$ cat config.mk
export PLATFORM = sky130hd
export DESIGN_NAME = bdpa_emit
export DESIGN_NICKNAME = d
export VERILOG_FILES = /design/src/hw/rtl/bdpa_pkg.sv /design/src/hw/rtl/bdpa_emit.sv
export SDC_FILE = /design/constraint.sdc
export NUM_CORES = 1
export LEC_CHECK = 0
export BUFFER_PORTS_ARGS = -buffer_cell sky130_fd_sc_hd__clkbuf_2
export CAP_MARGIN = 20
export CELL_PAD_IN_SITES_DETAIL_PLACEMENT = 1
export CELL_PAD_IN_SITES_GLOBAL_PLACEMENT = 1
export CORE_UTILIZATION = 37
export CTS_BUF_LIST = sky130_fd_sc_hd__clkbuf_16
export DETAILED_ROUTE_END_ITERATION = 12
export PLACE_DENSITY_LB_ADDON = 0.05
export SLEW_MARGIN = 5
export SYNTH_ARGS = -nofsm -noshare
export SYNTH_HDL_FRONTEND = slang
export SYNTH_SLANG_ARGS = --single-unit
export TNS_END_PERCENT = 50
$ cat constraint.sdc
create_clock -name i_clk -period 3.4 [get_ports i_clk]
set_clock_uncertainty 0.1 [all_clocks]
set_input_delay 0.17 -clock i_clk [delete_from_list [all_inputs] [get_ports i_clk]]
set_output_delay 0.17 -clock i_clk [all_outputs]
set_load 0.01 [all_outputs]
$ cat src/hw/rtl/bdpa_pkg.sv
// Shared types and constants for the delta patch applier.
// Used by every module under hw/rtl; depends on nothing else.
`default_nettype none

package bdpa_pkg;

    // Old image storage depth and its address width.
    localparam int OLD_DEPTH = 65536;
    localparam int OLD_AW    = $clog2(OLD_DEPTH);

    // Input item kinds.
    localparam logic [1:0] ACT_LOAD  = 2'd0;
    localparam logic [1:0] ACT_CTRL  = 2'd1;
    localparam logic [1:0] ACT_DIFF  = 2'd2;
    localparam logic [1:0] ACT_EXTRA = 2'd3;

    // Result status codes.
    localparam logic [1:0] ST_OK    = 2'd0;
    localparam logic [1:0] ST_EMIT  = 2'd1;
    localparam logic [1:0] ST_ERR   = 2'd2;
    localparam logic [1:0] ST_ORDER = 2'd3;

    // Configuration register indexes, taken from paddr[2].
    localparam logic REG_OLD_SIZE = 1'b0;
    localparam logic REG_NEW_SIZE = 1'b1;

    // What the control stage hands to the output stage for one item.
    typedef struct packed {
        logic [1:0]  status;
        logic [7:0]  data;
        logic [23:0] index;
        logic        last;
        logic        use_old;
    } t_res;

endpackage

`default_nettype wire

$ cat src/hw/rtl/bdpa_emit.sv
// Output side: holds a decided item while its old byte is read, adds it in,
// and presents the result register. Depends on bdpa_pkg.
`default_nettype none

module bdpa_emit
    import bdpa_pkg::*;
(
    input  wire logic        i_clk,
    input  wire logic        i_rst_n,
    input  wire logic        i_load,
    input  wire t_res        i_res,
    input  wire logic [7:0]  i_old_byte,
    input  wire logic        i_stall,
    output logic             o_ready,
    output logic             o_valid,
    output logic [1:0]       o_status,
    output logic [7:0]       o_out_byte,
    output logic [23:0]      o_out_index,
    output logic             o_last
);

    logic        r_s2_valid;
    t_res        r_s2;
    logic        r_out_valid;
    logic [1:0]  r_status;
    logic [7:0]  r_byte;
    logic [23:0] r_index;
    logic        r_last;

    logic        out_ready;
    logic        s2_move;
    logic [7:0]  n_byte;

    assign out_ready = !r_out_valid || !i_stall;
    assign s2_move   = r_s2_valid && out_ready;
    assign o_ready   = !r_s2_valid || out_ready;

    // Diff bytes within the old size add the old byte modulo 256; everything else passes as is.
    assign n_byte = r_s2.use_old ? (r_s2.data + i_old_byte) : r_s2.data;

    always_ff @(posedge i_clk) begin
        if (!i_rst_n) begin
            r_s2_valid  <= 1'b0;
            r_out_valid <= 1'b0;
        end else begin
            if (i_load) begin
                r_s2_valid <= 1'b1;
            end else if (s2_move) begin
                r_s2_valid <= 1'b0;
            end
            if (out_ready) begin
                r_out_valid <= r_s2_valid;
            end
        end
    end

    always_ff @(posedge i_clk) begin
        if (i_load) begin
            r_s2 <= i_res;
        end
        if (s2_move) begin
            r_status <= r_s2.status;
            r_byte   <= n_byte;
            r_index  <= r_s2.index;
            r_last   <= r_s2.last;
        end
    end

    assign o_valid     = r_out_valid;
    assign o_status    = r_status;
    assign o_out_byte  = r_byte;
    assign o_out_index = r_index;
    assign o_last      = r_last;

endmodule

`default_nettype wire

Word-level counts from Yosys, hierarchy flattened
Index checks and enable logic that the tools add are counted.
- logic and storage cells: 22
- bits in registers: 73
- output and inout port bits: 37
- bits of input ports: 48
- reductions and logical operators: 7
- add/subtract/negate cells: 1
- mux-type cells: 3
- operators with widths (operator ; number):
    adder 8 bit ; 1
    two-way mux 8 bit ; 1
    logical NOT 1 bit ; 3
    logical OR 1 bit ; 2
    two-way mux 1 bit ; 2
    nonzero test 2 bit ; 1
    logical AND 1 bit ; 1

Depth between registers and ports, before layout
- depth in word-level cells: 5
- gate-level depth with buffers: 8
- depth with buffers taken out: 8

Least setup slack after synthesis
Ideal clock, no wire load.
- kind: reg2reg
- from: reg r_s2_valid
- to: reg r_last (netlist: o_last) (enable)
- library setup time: 0.481 ns
- stages on the path, launching flop included: 2
- data required time: 2.819 ns
- path slack: -0.106 ns
- path buffers: 0
- period minus slack after synthesis: 3.506 ns
- arrival time: 2.926 ns
- cells stage by stage: dfxtp_1 a21boi_0
- word-level cells in the longest chain between the ends: 1
- RTL lines (element ; RTL line ; source):
    start: declaration ; bdpa_emit.sv:22 ; logic r_s2_valid;
    start signal: assignment ; bdpa_emit.sv:43 ; r_s2_valid <= 1'b0;
    start signal: assignment ; bdpa_emit.sv:47 ; r_s2_valid <= 1'b1;
    start signal: assignment ; bdpa_emit.sv:49 ; r_s2_valid <= 1'b0;
    logical AND 1 bit ; bdpa_emit.sv:35 ; assign s2_move = r_s2_valid && out_ready;
    named net s2_move ; bdpa_emit.sv:31 ; logic s2_move;
    end signal: assignment ; bdpa_emit.sv:65 ; r_last <= r_s2.last;
    end: declaration ; bdpa_emit.sv:28 ; logic r_last;
The timed path passes the listed nets, and every way through them passes these cells.
A chain may end at the register's enable or synchronous reset.

Worst setup path in the final report
- from: reg r_s2[26] (netlist name)
- to: reg r_byte[6] (netlist: o_out_byte[6]) (data pin)
- word-level cells in the longest chain between the ends: 2
- RTL lines (element ; RTL line ; source):
    start: declaration ; bdpa_emit.sv:23 ; t_res r_s2;
    start signal: assignment ; bdpa_emit.sv:59 ; r_s2 <= i_res;
    adder 8 bit ; bdpa_emit.sv:39 ; assign n_byte = r_s2.use_old ? (r_s2.data + i_old_byte) : r_s2.data;
    two-way mux 8 bit ; bdpa_emit.sv:39 ;
    named net n_byte[6] ; bdpa_emit.sv:32 ; logic [7:0] n_byte;
    end signal: assignment ; bdpa_emit.sv:63 ; r_byte <= n_byte;
    end: declaration ; bdpa_emit.sv:26 ; logic [7:0] r_byte;
The timed path passes the listed nets, and every way through them passes these cells.

==> impl_metrics.sql <==
INSERT INTO impl_metrics (metric_group, metric, value, unit) VALUES
('clock_tree', 'cts_setup_buffers', '0', ''),
('pwr', 'powerDensity', '588', 'mW/mm^2'),
('final_layout', 'nets_finish', '324', ''),
('route', 'first_iter_violations', '68', ''),
('clock_tree', 'clock_sinks', '73', ''),
('logic_synthesis', 'seq_area_frac_synth', '81.8', '%'),
('hold_path', 'holdCritPathClass', 'input port to flop', ''),
('grt', 'grt_pass1_vias', '1790', ''),
('grt', 'met1_usage', '18.6', '%'),
('clock_tree', 'cts.path.max_buffers', '2', ''),
('final_layout', 'filler_cell_count', '666', ''),
('logic_synthesis', 'syn_area', '0.00266', 'sq mm'),
('route', 'drt-total-wl', '5.61', 'mm'),
('grt', 'busiest_layer', 'met2', ''),
('floorplan', 'placeable_core_region', '0.00687', 'sq mm'),
('timing', 'final.min_clock_period', '2140', 'ps'),
('clock_tree', 'clockRootBuffer', 'clkbuf_16', ''),
('logic_synthesis', 'yosys_register_bits', '73', ''),
('placement', 'gp_congestion', '0.745', ''),
('route', 'detail-route-antenna-nets', '0', ''),
('grt', 'met3_usage', '5.05', '%'),
('timing', 'post-route-period-util', '62.9', '%'),
('worst_setup_path', 'start_kind', 'flop', ''),
('worst_setup_path', 'timing.critical_path.arrival', '2080', 'ps'),
('route', 'drc', '0', ''),
('placement', 'dpl.hpwl', '3.60', 'mm'),
('timing', 'totalNegativeSetupSlack', '0', 'ps'),
('timing', 'finalHoldViolations', '0', ''),
('job', 'drv_cap', '0', ''),
('timing', 'worst_slew_margin_rel', '34.4', '%'),
('grt', 'antenna_found_initial', '0', ''),
('grt', 'grt_first_pass_wirelength', '8.61', 'mm'),
('logic_synthesis', 'yosysWarningCount', '0', ''),
('worst_setup_path', 'setup.worst_path.end_class', 'flop', ''),
('timing', 'final_max_slew_viol_count', '0', ''),
('clock_tree', 'cts.hold.buffers_added', '37', ''),
('worst_setup_path', 'worstPathRequired', '3340', 'ps'),
('clock_tree', 'cts_buffers', '9', ''),
('timing', 'finalSetupViolations', '0', ''),
('outcome', 'outcome', 'finished clean', ''),
('logic_synthesis', 'synthDominantAreaCellType', 'edfxtp_1', ''),
('grt', 'globalRouteOverflowTotal', '0', ''),
('final_layout', 'number_of_diodes', '0', ''),
('floorplan', 'io_pins', '85', ''),
('timing', 'worst_pin_slew', '985', 'ps'),
('grt', 'pin_count_of_the_biggest_net_entering_global_routing', '38', ''),
('logic_synthesis', 'synth_top_area_share', '80.3', '%'),
('timing', 'rsz0062_at_grt', 'no', ''),
('floorplan', 'die-area', '0.00752', 'sq mm'),
('pwr', 'leakagePower', '1.58', 'nW'),
('grt', 'grt_util_met2', '27.6', '%'),
('route', 'num_vias', '1677', ''),
('floorplan', 'initial_core_util', '38.7', '%'),
('logic_synthesis', 'post_synth_main_area_contributors', 'edfxtp_1, ha_1, dfxtp_1', ''),
('clock_tree', 'tritoncts', 'built', ''),
('floorplan', 'floorplan.rows', '30', ''),
('placement', 'port_buffers', '84', ''),
('floorplan', 'fp.dieH', '86.7', 'um'),
('route', 'detailedRoute.firstPassIterationCount', '4', ''),
('route', 'vias_per_cell', '4.54', ''),
('placement', 'detailed_place.area', '0.00322', 'sq mm'),
('logic_synthesis', 'synthesis.instances', '136', ''),
('worst_setup_path', 'timing.reg2reg.setup_slack', '1260', 'ps'),
('pwr', 'power.ir.vdd_worst', '0.332', 'mV'),
('logic_synthesis', 'postSynthNetCount', '192', ''),
('logic_synthesis', 'post_synth_num_cell_types', '33', ''),
('final_layout', 'layout-area-overhead-vs-synth', '47.4', '%'),
('logic_synthesis', 'synthesis.area_per_instance', '19.5', 'sq um'),
('grt', 'track_usage', '16.1', '%'),
('timing', 'max_freq', '0.468', 'GHz'),
('floorplan', 'die-width', '86.7', 'um'),
('clock_tree', 'cts.repair.resized', '0', ''),
('final_layout', 'stdcell_area', '0.00391', 'sq mm'),
('clock_tree', 'h-tree-depth', '3', ''),
('clock_tree', 'clock_latency_at_the_later_pin_of_the_worst_skew_pair', '320', 'ps'),
('clock_tree', 'clk_pin_slew', '60', 'ps'),
('final_layout', 'drive_above_1_share', '39.2', '%'),
('worst_setup_path', 'path_class', 'flop to flop', ''),
('route', 'avgRoutedWirePerCell', '15.2', 'um'),
('worst_setup_path', 'crit_fanout', '3', '');
==> stage by stage <==
step / hold WS, ps / setup WS [ps] / power, mW / instances / utilization (%)
finish: 113 / 1260 / 2.30 / 369 / 57.0
global route: 131 / 996 / 2.39 / 369 / 57.0
CTS: 104 / 1230 / 2.33 / 369 / 57.0
detailed placement: 249 / 1270 / 1.29 / 316 / 46.9
global placement: 248 / 1330 / 1.27 / 315 / 46.5
floorplan: 169 / 808 / 1.20 / 136 / -
==> layout make-up <==
class / count / area [sq um] / share of cell area [%]
Clock inverter: 7 / 93.8 / 2.40
Clock buffer: 9 / 225 / 5.76
Sequential cell: 73 / 2170 / 55.5
Timing Repair Buffer: 122 / 818 / 20.9
Multi-Input combinational cell: 56 / 460 / 11.8
Inverter: 6 / 22.5 / 0.576
Tap cell: 96 / 120 / 3.07
==> critical path, cell delays in order, from the launching register on <==
cell and delay, ps:
edfxtp_1 350, ha_1 220, inv_1 80, fa_1 400, nor2b_1 180, o31a_2 160
o21ai_0 100, nand4b_1 120, o311ai_0 150
==> layer usage <==
metal	vias up	routed length, um
met5	-	0
met4	0	27
met3	2	251
met2	56	2980
met1	816	2350
li1	803	-
==> layout by cell type (no fill, tap or decap), types with 2 or more instances in the layout <==
cell type      count
nor2b_1            2
nor2_1             4
clkbuf_2          84
mux2_2             3
a21o_1             3
xnor2_1            3
ha_1               7
bufinv_16          2
a21oi_1            5
a211oi_1           2
inv_1              7
edfxtp_1          71
dlygate4sd3_1     37
clkbuf_16          9
dfxtp_1            2
o21bai_1           2
o21ai_0            3
nand2_1            3
==> report_power, final <==
| part | internal, mW | total [mW] | switching (mW) |
|---|---|---|---|
| sequential | 1.06 | 1.09 | 0.0236 |
| clock | 0.642 | 0.997 | 0.356 |
| combinational | 0.112 | 0.215 | 0.103 |
| total | 1.82 | 2.30 | 0.482 |
==> state kept, by name, indices dropped and copies added (netlist names) <==
name         count
o_valid          1
o_status         2
r_s2_valid       1
o_out_byte       8
r_s2            36
o_out_index     24
o_last           1
==> kinds of logic after synthesis <==
| kind of cell | after synthesis | synth area share (%) |
|---|---|---|
| compound gates | 26 | 7.30 |
| simple gates | 15 | 2.92 |
| xor+xnor | 3 | 0.990 |
| mux | 4 | 1.65 |
| fa+ha+maj | 8 | 4.05 |
| buf+inv | 7 | 1.27 |
| flops | 73 | 81.8 |
==> synthesized netlist by cell type (all sizes together) <==
master / n
a21oi: 5
edfxtp: 71
mux2i: 1
o21ai: 3
ha: 7
o311ai: 1
nand4b: 1
o31a: 2
a32o: 1
dfxtp: 2
xnor2: 3
nor2b: 2
a21boi: 2
inv: 6
a211oi: 3
a31oi: 1
nand2: 3
nor2: 4
nor3: 1
nor3b: 1
a221oi: 1
buf: 1
nand2b: 1
a22oi: 1
o21bai: 2
mux2: 3
o21a: 1
a21o: 3
fa: 1
nand3: 1
and3: 1
==> path summary, 6_finish.rpt <==
kind | startpoint | end | cells past startpoint
setup / recovery | r_s2[26] | o_out_byte[6] | 8
hold / removal | i_stall | r_s2_valid | 3
setup reg to reg | r_s2[26] | o_out_byte[6] | 8
hold reg to reg | r_s2[19] | o_out_index[17] | 0
(Power assumes the default switching activity.)
