**src/hw/rtl/bdpa_pkg.sv**
```systemverilog
// Shared types and constants for the delta patch applier.
// Used by every module under hw/rtl; depends on nothing else.
`default_nettype none

package bdpa_pkg;

    // Old image storage depth and its address width.
    localparam int OLD_DEPTH = 65536;
    localparam int OLD_AW    = $clog2(OLD_DEPTH);

    // Input item kinds.
    localparam logic [1:0] ACT_LOAD  = 2'd0;
    localparam logic [1:0] ACT_CTRL  = 2'd1;
    localparam logic [1:0] ACT_DIFF  = 2'd2;
    localparam logic [1:0] ACT_EXTRA = 2'd3;

    // Result status codes.
    localparam logic [1:0] ST_OK    = 2'd0;
    localparam logic [1:0] ST_EMIT  = 2'd1;
    localparam logic [1:0] ST_ERR   = 2'd2;
    localparam logic [1:0] ST_ORDER = 2'd3;

    // Configuration register indexes, taken from paddr[2].
    localparam logic REG_OLD_SIZE = 1'b0;
    localparam logic REG_NEW_SIZE = 1'b1;

    // What the control stage hands to the output stage for one item.
    typedef struct packed {
        logic [1:0]  status;
        logic [7:0]  data;
        logic [23:0] index;
        logic        last;
        logic        use_old;
    } t_res;

endpackage

`default_nettype wire

```
**src/hw/rtl/bdpa_ctrl.sv**
```systemverilog
// Patch sequencer: decodes one registered item, keeps positions and run counters,
// and issues the old image access. Depends on bdpa_pkg.
`default_nettype none

module bdpa_ctrl
    import bdpa_pkg::*;
(
    input  wire logic              i_clk,
    input  wire logic              i_rst_n,
    input  wire logic              i_fire,
    input  wire logic [1:0]        i_action,
    input  wire logic [7:0]        i_data_byte,
    input  wire logic [15:0]       i_old_addr,
    input  wire logic [23:0]       i_diff_len,
    input  wire logic [23:0]       i_extra_len,
    input  wire logic [31:0]       i_seek,
    input  wire logic [16:0]       i_old_size,
    input  wire logic [23:0]       i_new_size,
    output logic                   o_mem_we,
    output logic [OLD_AW-1:0]      o_mem_waddr,
    output logic [7:0]             o_mem_wdata,
    output logic [OLD_AW-1:0]      o_mem_raddr,
    output t_res                   o_res
);

    logic [31:0] r_old_pos, n_old_pos;
    logic [23:0] r_new_pos, n_new_pos;
    logic [23:0] r_diff_left, n_diff_left;
    logic [23:0] r_extra_left, n_extra_left;
    logic [31:0] r_pend_seek, n_pend_seek;
    logic        r_error, n_error;

    logic        busy;
    logic [31:0] limit;
    logic [31:0] size_ext;
    logic [31:0] addr_ext;
    logic [25:0] end_all;
    logic        emit_last;
    logic [23:0] diff_dec;
    logic [23:0] extra_dec;
    logic        write_en;

    assign busy      = (r_diff_left != 24'd0) || (r_extra_left != 24'd0);
    assign size_ext  = {15'd0, i_old_size};
    assign limit     = (size_ext < 32'(OLD_DEPTH)) ? size_ext : 32'(OLD_DEPTH);
    assign addr_ext  = {16'd0, i_old_addr};
    assign end_all   = {2'b00, r_new_pos} + {2'b00, i_diff_len} + {2'b00, i_extra_len};
    assign emit_last = (({1'b0, r_new_pos} + 25'd1) == {1'b0, i_new_size});
    assign diff_dec  = r_diff_left - 24'd1;
    assign extra_dec = r_extra_left - 24'd1;

    always_comb begin
        n_old_pos    = r_old_pos;
        n_new_pos    = r_new_pos;
        n_diff_left  = r_diff_left;
        n_extra_left = r_extra_left;
        n_pend_seek  = r_pend_seek;
        n_error      = r_error;
        write_en     = 1'b0;
        o_res        = '0;
        o_res.status = ST_OK;

        if (r_error) begin
            o_res.status = ST_ERR;
        end else begin
            case (i_action)
                ACT_LOAD: begin
                    if (busy) begin
                        o_res.status = ST_ORDER;
                    end else begin
                        write_en = addr_ext < 32'(OLD_DEPTH);
                    end
                end
                ACT_CTRL: begin
                    if (busy || (r_new_pos >= i_new_size)) begin
                        o_res.status = ST_ORDER;
                    end else if (end_all > {2'b00, i_new_size}) begin
                        n_error      = 1'b1;
                        o_res.status = ST_ERR;
                    end else begin
                        n_diff_left  = i_diff_len;
                        n_extra_left = i_extra_len;
                        n_pend_seek  = i_seek;
                        // With both runs empty the seek lands right away.
                        if ((i_diff_len == 24'd0) && (i_extra_len == 24'd0)) begin
                            n_old_pos = r_old_pos + i_seek;
                        end
                    end
                end
                ACT_DIFF: begin
                    if (r_diff_left == 24'd0) begin
                        o_res.status = ST_ORDER;
                    end else begin
                        o_res.status  = ST_EMIT;
                        o_res.data    = i_data_byte;
                        o_res.index   = r_new_pos;
                        o_res.last    = emit_last;
                        o_res.use_old = r_old_pos < limit;
                        n_diff_left   = diff_dec;
                        n_new_pos     = r_new_pos + 24'd1;
                        if ((diff_dec == 24'd0) && (r_extra_left == 24'd0)) begin
                            n_old_pos = r_old_pos + 32'd1 + r_pend_seek;
                        end else begin
                            n_old_pos = r_old_pos + 32'd1;
                        end
                    end
                end
                default: begin
                    if ((r_diff_left != 24'd0) || (r_extra_left == 24'd0)) begin
                        o_res.status = ST_ORDER;
                    end else begin
                        o_res.status = ST_EMIT;
                        o_res.data   = i_data_byte;
                        o_res.index  = r_new_pos;
                        o_res.last   = emit_last;
                        n_extra_left = extra_dec;
                        n_new_pos    = r_new_pos + 24'd1;
                        if (extra_dec == 24'd0) begin
                            n_old_pos = r_old_pos + r_pend_seek;
                        end
                    end
                end
            endcase
        end
    end

    assign o_mem_we    = i_fire && write_en;
    assign o_mem_waddr = addr_ext[OLD_AW-1:0];
    assign o_mem_wdata = i_data_byte;
    assign o_mem_raddr = r_old_pos[OLD_AW-1:0];

    always_ff @(posedge i_clk) begin
        if (!i_rst_n) begin
            r_old_pos    <= '0;
            r_new_pos    <= '0;
            r_diff_left  <= '0;
            r_extra_left <= '0;
            r_pend_seek  <= '0;
            r_error      <= 1'b0;
        end else if (i_fire) begin
            r_old_pos    <= n_old_pos;
            r_new_pos    <= n_new_pos;
            r_diff_left  <= n_diff_left;
            r_extra_left <= n_extra_left;
            r_pend_seek  <= n_pend_seek;
            r_error      <= n_error;
        end
    end

endmodule

`default_nettype wire

```
**config.mk**
```make
export PLATFORM = sky130hd
export DESIGN_NAME = bdpa_ctrl
export DESIGN_NICKNAME = d
export VERILOG_FILES = /design/src/hw/rtl/bdpa_pkg.sv /design/src/hw/rtl/bdpa_ctrl.sv
export SDC_FILE = /design/constraint.sdc
export NUM_CORES = 1
export LEC_CHECK = 0
export ABC_AREA = 1
export BUFFER_PORTS_ARGS = -buffer_cell sky130_fd_sc_hd__buf_2
export CELL_PAD_IN_SITES_DETAIL_PLACEMENT = 1
export CELL_PAD_IN_SITES_GLOBAL_PLACEMENT = 1
export CORE_ASPECT_RATIO = 1.5
export CORE_MARGIN = 8
export CORE_UTILIZATION = 45
export DETAILED_ROUTE_END_ITERATION = 8
export PLACE_DENSITY_LB_ADDON = 0.25
export SLEW_MARGIN = 10
export SYNTH_ARGS = -nofsm -noshare
export SYNTH_HDL_FRONTEND = slang
export SYNTH_SLANG_ARGS = --single-unit
export TNS_END_PERCENT = 20
```
**constraint.sdc**
```tcl
create_clock -name i_clk -period 13.28 [get_ports i_clk]
set_input_delay 0.664 -clock i_clk [delete_from_list [all_inputs] [get_ports i_clk]]
set_output_delay 0.664 -clock i_clk [all_outputs]
set_load 0.02 [all_outputs]
```
# == After elaboration in Yosys (flattened, before gate mapping) ==
# Index checks and enable logic that the tools add are counted.
# word_totals
register_bits,137
inputBits,150
out_inout_bits,77
wordCells,100
# op_classes
n_addsub,10
order_cmp,5
eq_ne,10
n_mux,39
bitwise,6
n_reduce_logical,24
# op_table
cell,n
2-to-1 mux 32 bit,7
2-to-1 mux 24 bit,8
zero test 24 bit,6
one-hot mux 24 bit (2 select lines),3
adder 32 bit,3
one-hot mux 32 bit (3 select lines),1
2-to-1 mux 34 bit,2
one-hot mux 33 bit (2 select lines),1
nonzero test 24 bit,2
"subtractor 24 x 1 -> 24 bit, second input constant",2
2-to-1 mux 33 bit,1
"adder 32 x 1 -> 32 bit, second input constant",1
less-than comparator 32 x 17 -> 1 bit,1
adder 25 x 24 -> 26 bit,1
> comparator 26 x 24 -> 1 bit,1
"adder 24 x 1 -> 25 bit, second input constant",1
adder 24 x 24 -> 25 bit,1
equality test 25 x 24 -> 1 bit,1
"adder 24 x 1 -> 24 bit, second input constant",1
greater-or-equal comparator 24 bit,1
"less-than comparator 16 x 17 -> 1 bit, second input constant",1
"less-than comparator 17 bit, second input constant",1
2-to-1 mux 17 bit,1
2-to-1 mux 2 bit,6
17 further kinds,40

# == Logic depth before layout (Yosys ltp) ==
# depth
ltp_word,7
ltp_mapped,26
ltp_nobuf,25

# == Worst setup path before layout ==
# Ideal clock, no wire load.
# synth_timing
kind,input port to output port
from,in i_diff_len[1]
to,out o_res[35] (netlist name)
arrival_time_ns,4.468
required_time_ns,12.616
slack_ns,8.148
path_stages,22
path_buffers,1
path_cell_list,fa_1 ha_1 inv_1 fa_1 o21ai_0 a31o_2 a21oi_1 o21ai_0 a31oi_1 xnor2_1 ha_1 a21oi_1 nor2_1 a211oi_1 o211ai_1 inv_1 nand2_1 nand3_2 clkbuf_1 nand4_1 nand2_1 nand2_1
# synth_rtl
element,line_no,text
start: declaration,bdpa_ctrl.sv:14,"input wire logic [23:0] i_diff_len,"
end: declaration,bdpa_ctrl.sv:23,output t_res o_res

==> impl_metrics.env <==
export IMPL_period_share_pct=49.1
export IMPL_setup_viol=0
export IMPL_critPathLaunchType="input pin"
export IMPL_required_ns=12.62
export IMPL_synthCells=3128
export IMPL_grt_overflow=0
export IMPL_path_depth=21
export IMPL_rr_startpoint="r_new_pos[1]"
export IMPL_synth_most_common_cell="nand2_1"
export IMPL_hold_viol=0
export IMPL_wl_met2_um=39600
export IMPL_ff2ff_path_depth=20
export IMPL_ys_top_cells_by_count="nand2_1 (877), nor2_1 (475), inv_1 (381), a21oi_1 (199), ha_1 (160)"
export IMPL_hp_class="input pin to register"
export IMPL_status="completed"
export IMPL_detail_route_antenna_nets=0
export IMPL_cts_tree="done"
export IMPL_routed_wl_um=77900
export IMPL_clkLatencyLatePin_ns=0.46
export IMPL_ios=227
export IMPL_antenna_found_initial=0
export IMPL_avgSynthCellArea_um2=5.78
export IMPL_die_area_um2=47000
export IMPL_drtIter0Drc=921
export IMPL_tightest_slew_ns=1.09
export IMPL_setup_worst_path_start="i_extra_len[1]"
export IMPL_wl_met1_um=27900
export IMPL_grt_start_max_net_pins=79
export IMPL_synth_flop_cell="dfxtp_1"
export IMPL_cp_num_buf_inv=4
export IMPL_coreArea_um2=40000
export IMPL_cpLargestDelayFamily="simple AND/OR/NAND/NOR gates"
export IMPL_ir_drop_mv=0.0859
export IMPL_ys_seq_elements=137
export IMPL_async_flop_share_pct=0
export IMPL_vias_per_cell=5.75
export IMPL_path_max_fanout=27
export IMPL_start_util_pct=45.2
export IMPL_synth_top_area_share_pct=18.2
export IMPL_ctsRootBufferMaster="clkbuf_16"
export IMPL_rsz0062_at_grt="no"
export IMPL_yosysWarnings=0
export IMPL_grt_first_pass_wirelength_um=123000
export IMPL_drcViolationCount=0
export IMPL_cts_buffer_depth=2
export IMPL_finClkSkew_ns=0.0209
export IMPL_antenna_cells=0
export IMPL_hpwl_um=64000
export IMPL_htree_levels=4
export IMPL_clkTransAtPathRegs_ns=0.07
export IMPL_critical_path_slowest_cell="nor4_1"
export IMPL_track_usage_pct=33.0
export IMPL_crit_chain="buf_2, fa_1, ha_1, inv_1, fa_1, o21ai_0, a31o_2, a21oi_1, o21ai_0, xor2_1, ha_1, nand2_1, inv_1, nand4_1, nor4_1, nand4_1, nand3_2, nand4_1, nand2_1, nand2_1, buf_2"
export IMPL_met3_length_um=3210
export IMPL_slowest_delay_ns=0.67
export IMPL_worstSetupPathType="input pin to primary output"
export IMPL_hold_path_depth=3
export IMPL_yosysSeqAreaShare_pct=15.2
export IMPL_period_needed_ns=6.52
export IMPL_die_x_um=180
export IMPL_cap_violations=0
export IMPL_wl_per_cell_um=20.8
export IMPL_drive_above_1_share_pct=8.43
export IMPL_finalSetupTns_ns=0
export IMPL_cts_made_buffers=17
export IMPL_via_count=21539
export IMPL_power_density_nw_per_um2=92.4
export IMPL_cp_arrival_ns=5.86
export IMPL_cp_end_kind="primary output"
export IMPL_synth_area_um2=18100
export IMPL_hold_buffers=0
export IMPL_port_buffers=194
export IMPL_timing_critical_path_to="o_res[35]"
export IMPL_synth_edf_count=0
export IMPL_synth_nets=3465
export IMPL_cts_setup_buffers=0
export IMPL_fmax_ghz=0.153
export IMPL_r2r_end="r_extra_left[17]"
export IMPL_rows=90
export IMPL_top_layer_used="met4"
export IMPL_die_y_um=261
export IMPL_synth_cell_type_count=53
export IMPL_gp_congestion=0.977
export IMPL_yosysTopAreaCell="nand2_1"
export IMPL_drv_slew=0
export IMPL_numClockSinks=137
export IMPL_fin_nets=3563
export IMPL_yosys_top_cells_area="nand2_1 (18%), dfxtp_1 (15%), ha_1 (11%)"
export IMPL_area_delta_synth_final_pct=9.21
export IMPL_power_leakage_nw=10.6
export IMPL_slew_limit_headroom_pct=26.5
export IMPL_stdcell_area_um2=19700
export IMPL_placed_area_um2=19100
export IMPL_first_pass_iters=5
export IMPL_grt_pass1_vias=23688
export IMPL_rrSetupSlack_ns=7.19
export IMPL_cts_resized_gates=0
==> registers in the layout, indices dropped and copies added (netlist names) <==
register      flops
r_error           1
r_old_pos        32
r_diff_left      24
r_extra_left     24
r_pend_seek      32
r_new_pos        24
==> logic make-up after synthesis <==
group / Yosys count / synth area share, %
AO/OA/AOI/OAI: 429 / 12.7
XOR/XNOR: 119 / 5.77
adder cells (fa/ha/maj): 187 / 14.1
buffers and inverters: 512 / 11.7
flip-flops: 137 / 15.2
multiplexers: 2 / 0.111
AND/OR/NAND/NOR: 1742 / 40.4
==> power breakdown <==
group          total, W  internal, W  switching [W]
Clock          0.000543     0.000315       0.000228
Sequential     0.000466     0.000432      0.0000343
Combinational  0.000815     0.000265       0.000550
==> tightest hold or removal path: stages <==
cell	delay, ns
buf_2	0.09
nor2_1	0.04
nor2_1	0.08
==> cell usage in the layout, fill, tap and decap left out, drive strengths merged, types with 3 or more instances in the layout <==
cell | synthesis | layout
a31oi | 21 | 21
ha | 160 | 160
clkinv | 3 | 7
clkbuf | 53 | 17
nand3b | 12 | 12
nand2 | 881 | 881
o21a | 4 | 4
or2 | 8 | 8
buf | 72 | 204
o211ai | 10 | 10
xor2 | 91 | 91
a221oi | 3 | 3
nor4 | 27 | 27
fa | 27 | 27
o21bai | 6 | 6
bufinv | 0 | 4
clkinvlp | 0 | 3
o21ai | 162 | 162
nand4 | 82 | 82
a21o | 13 | 13
nor2 | 487 | 487
nor3 | 78 | 78
dfxtp | 137 | 137
nand3 | 158 | 158
xnor2 | 28 | 28
and2 | 5 | 5
a21oi | 199 | 199
inv | 384 | 387
==> worst min path at each step <==
stage,startpoint,to,slack [ns]
2_1_floorplan,r_new_pos[1],r_new_pos[1],0.50
3_3_place_gp,r_pend_seek[11],r_pend_seek[11],0.52
3_5_place_dp,r_pend_seek[11],r_pend_seek[11],0.55
4_1_cts,i_seek[7],r_pend_seek[7],0.43
5_1_grt,i_seek[22],r_pend_seek[22],0.45
6_report,i_seek[6],r_pend_seek[6],0.44
==> cell type report <==
cell class | count | area (um2)
Tap cell | 506 | 633
Clock inverter | 14 | 196
Timing Repair Buffer | 204 | 1050
Inverter | 387 | 1450
Sequential cell | 137 | 2740
Clock buffer | 17 | 425
Multi-Input combinational cell | 2479 | 13200
Fill cell | 5816 | 20200
==> metal layers <==
metal	GRT usage [%]	vias to the layer above
met4	28.5	0
met3	5.00	300
li1	-	10272
met1	30.9	10318
met2	62.3	649
met5	0	-
==> stage by stage <==
stage          hold slack [ns]  util [%]  setup slack, ns  std cells  power [W]
3_3_place_gp             0.520      47.8             7.12       3713    0.00124
4_1_cts                  0.430      49.4             6.94       3744    0.00182
5_1_grt                  0.447      49.4             6.46       3744    0.00194
6_report                 0.441      49.4             6.76       3744    0.00182
3_5_place_dp             0.550      47.8             6.88       3713    0.00128
2_1_floorplan            0.503         -             8.15       3128    0.00103
Power figures use the tool's default switching activity.
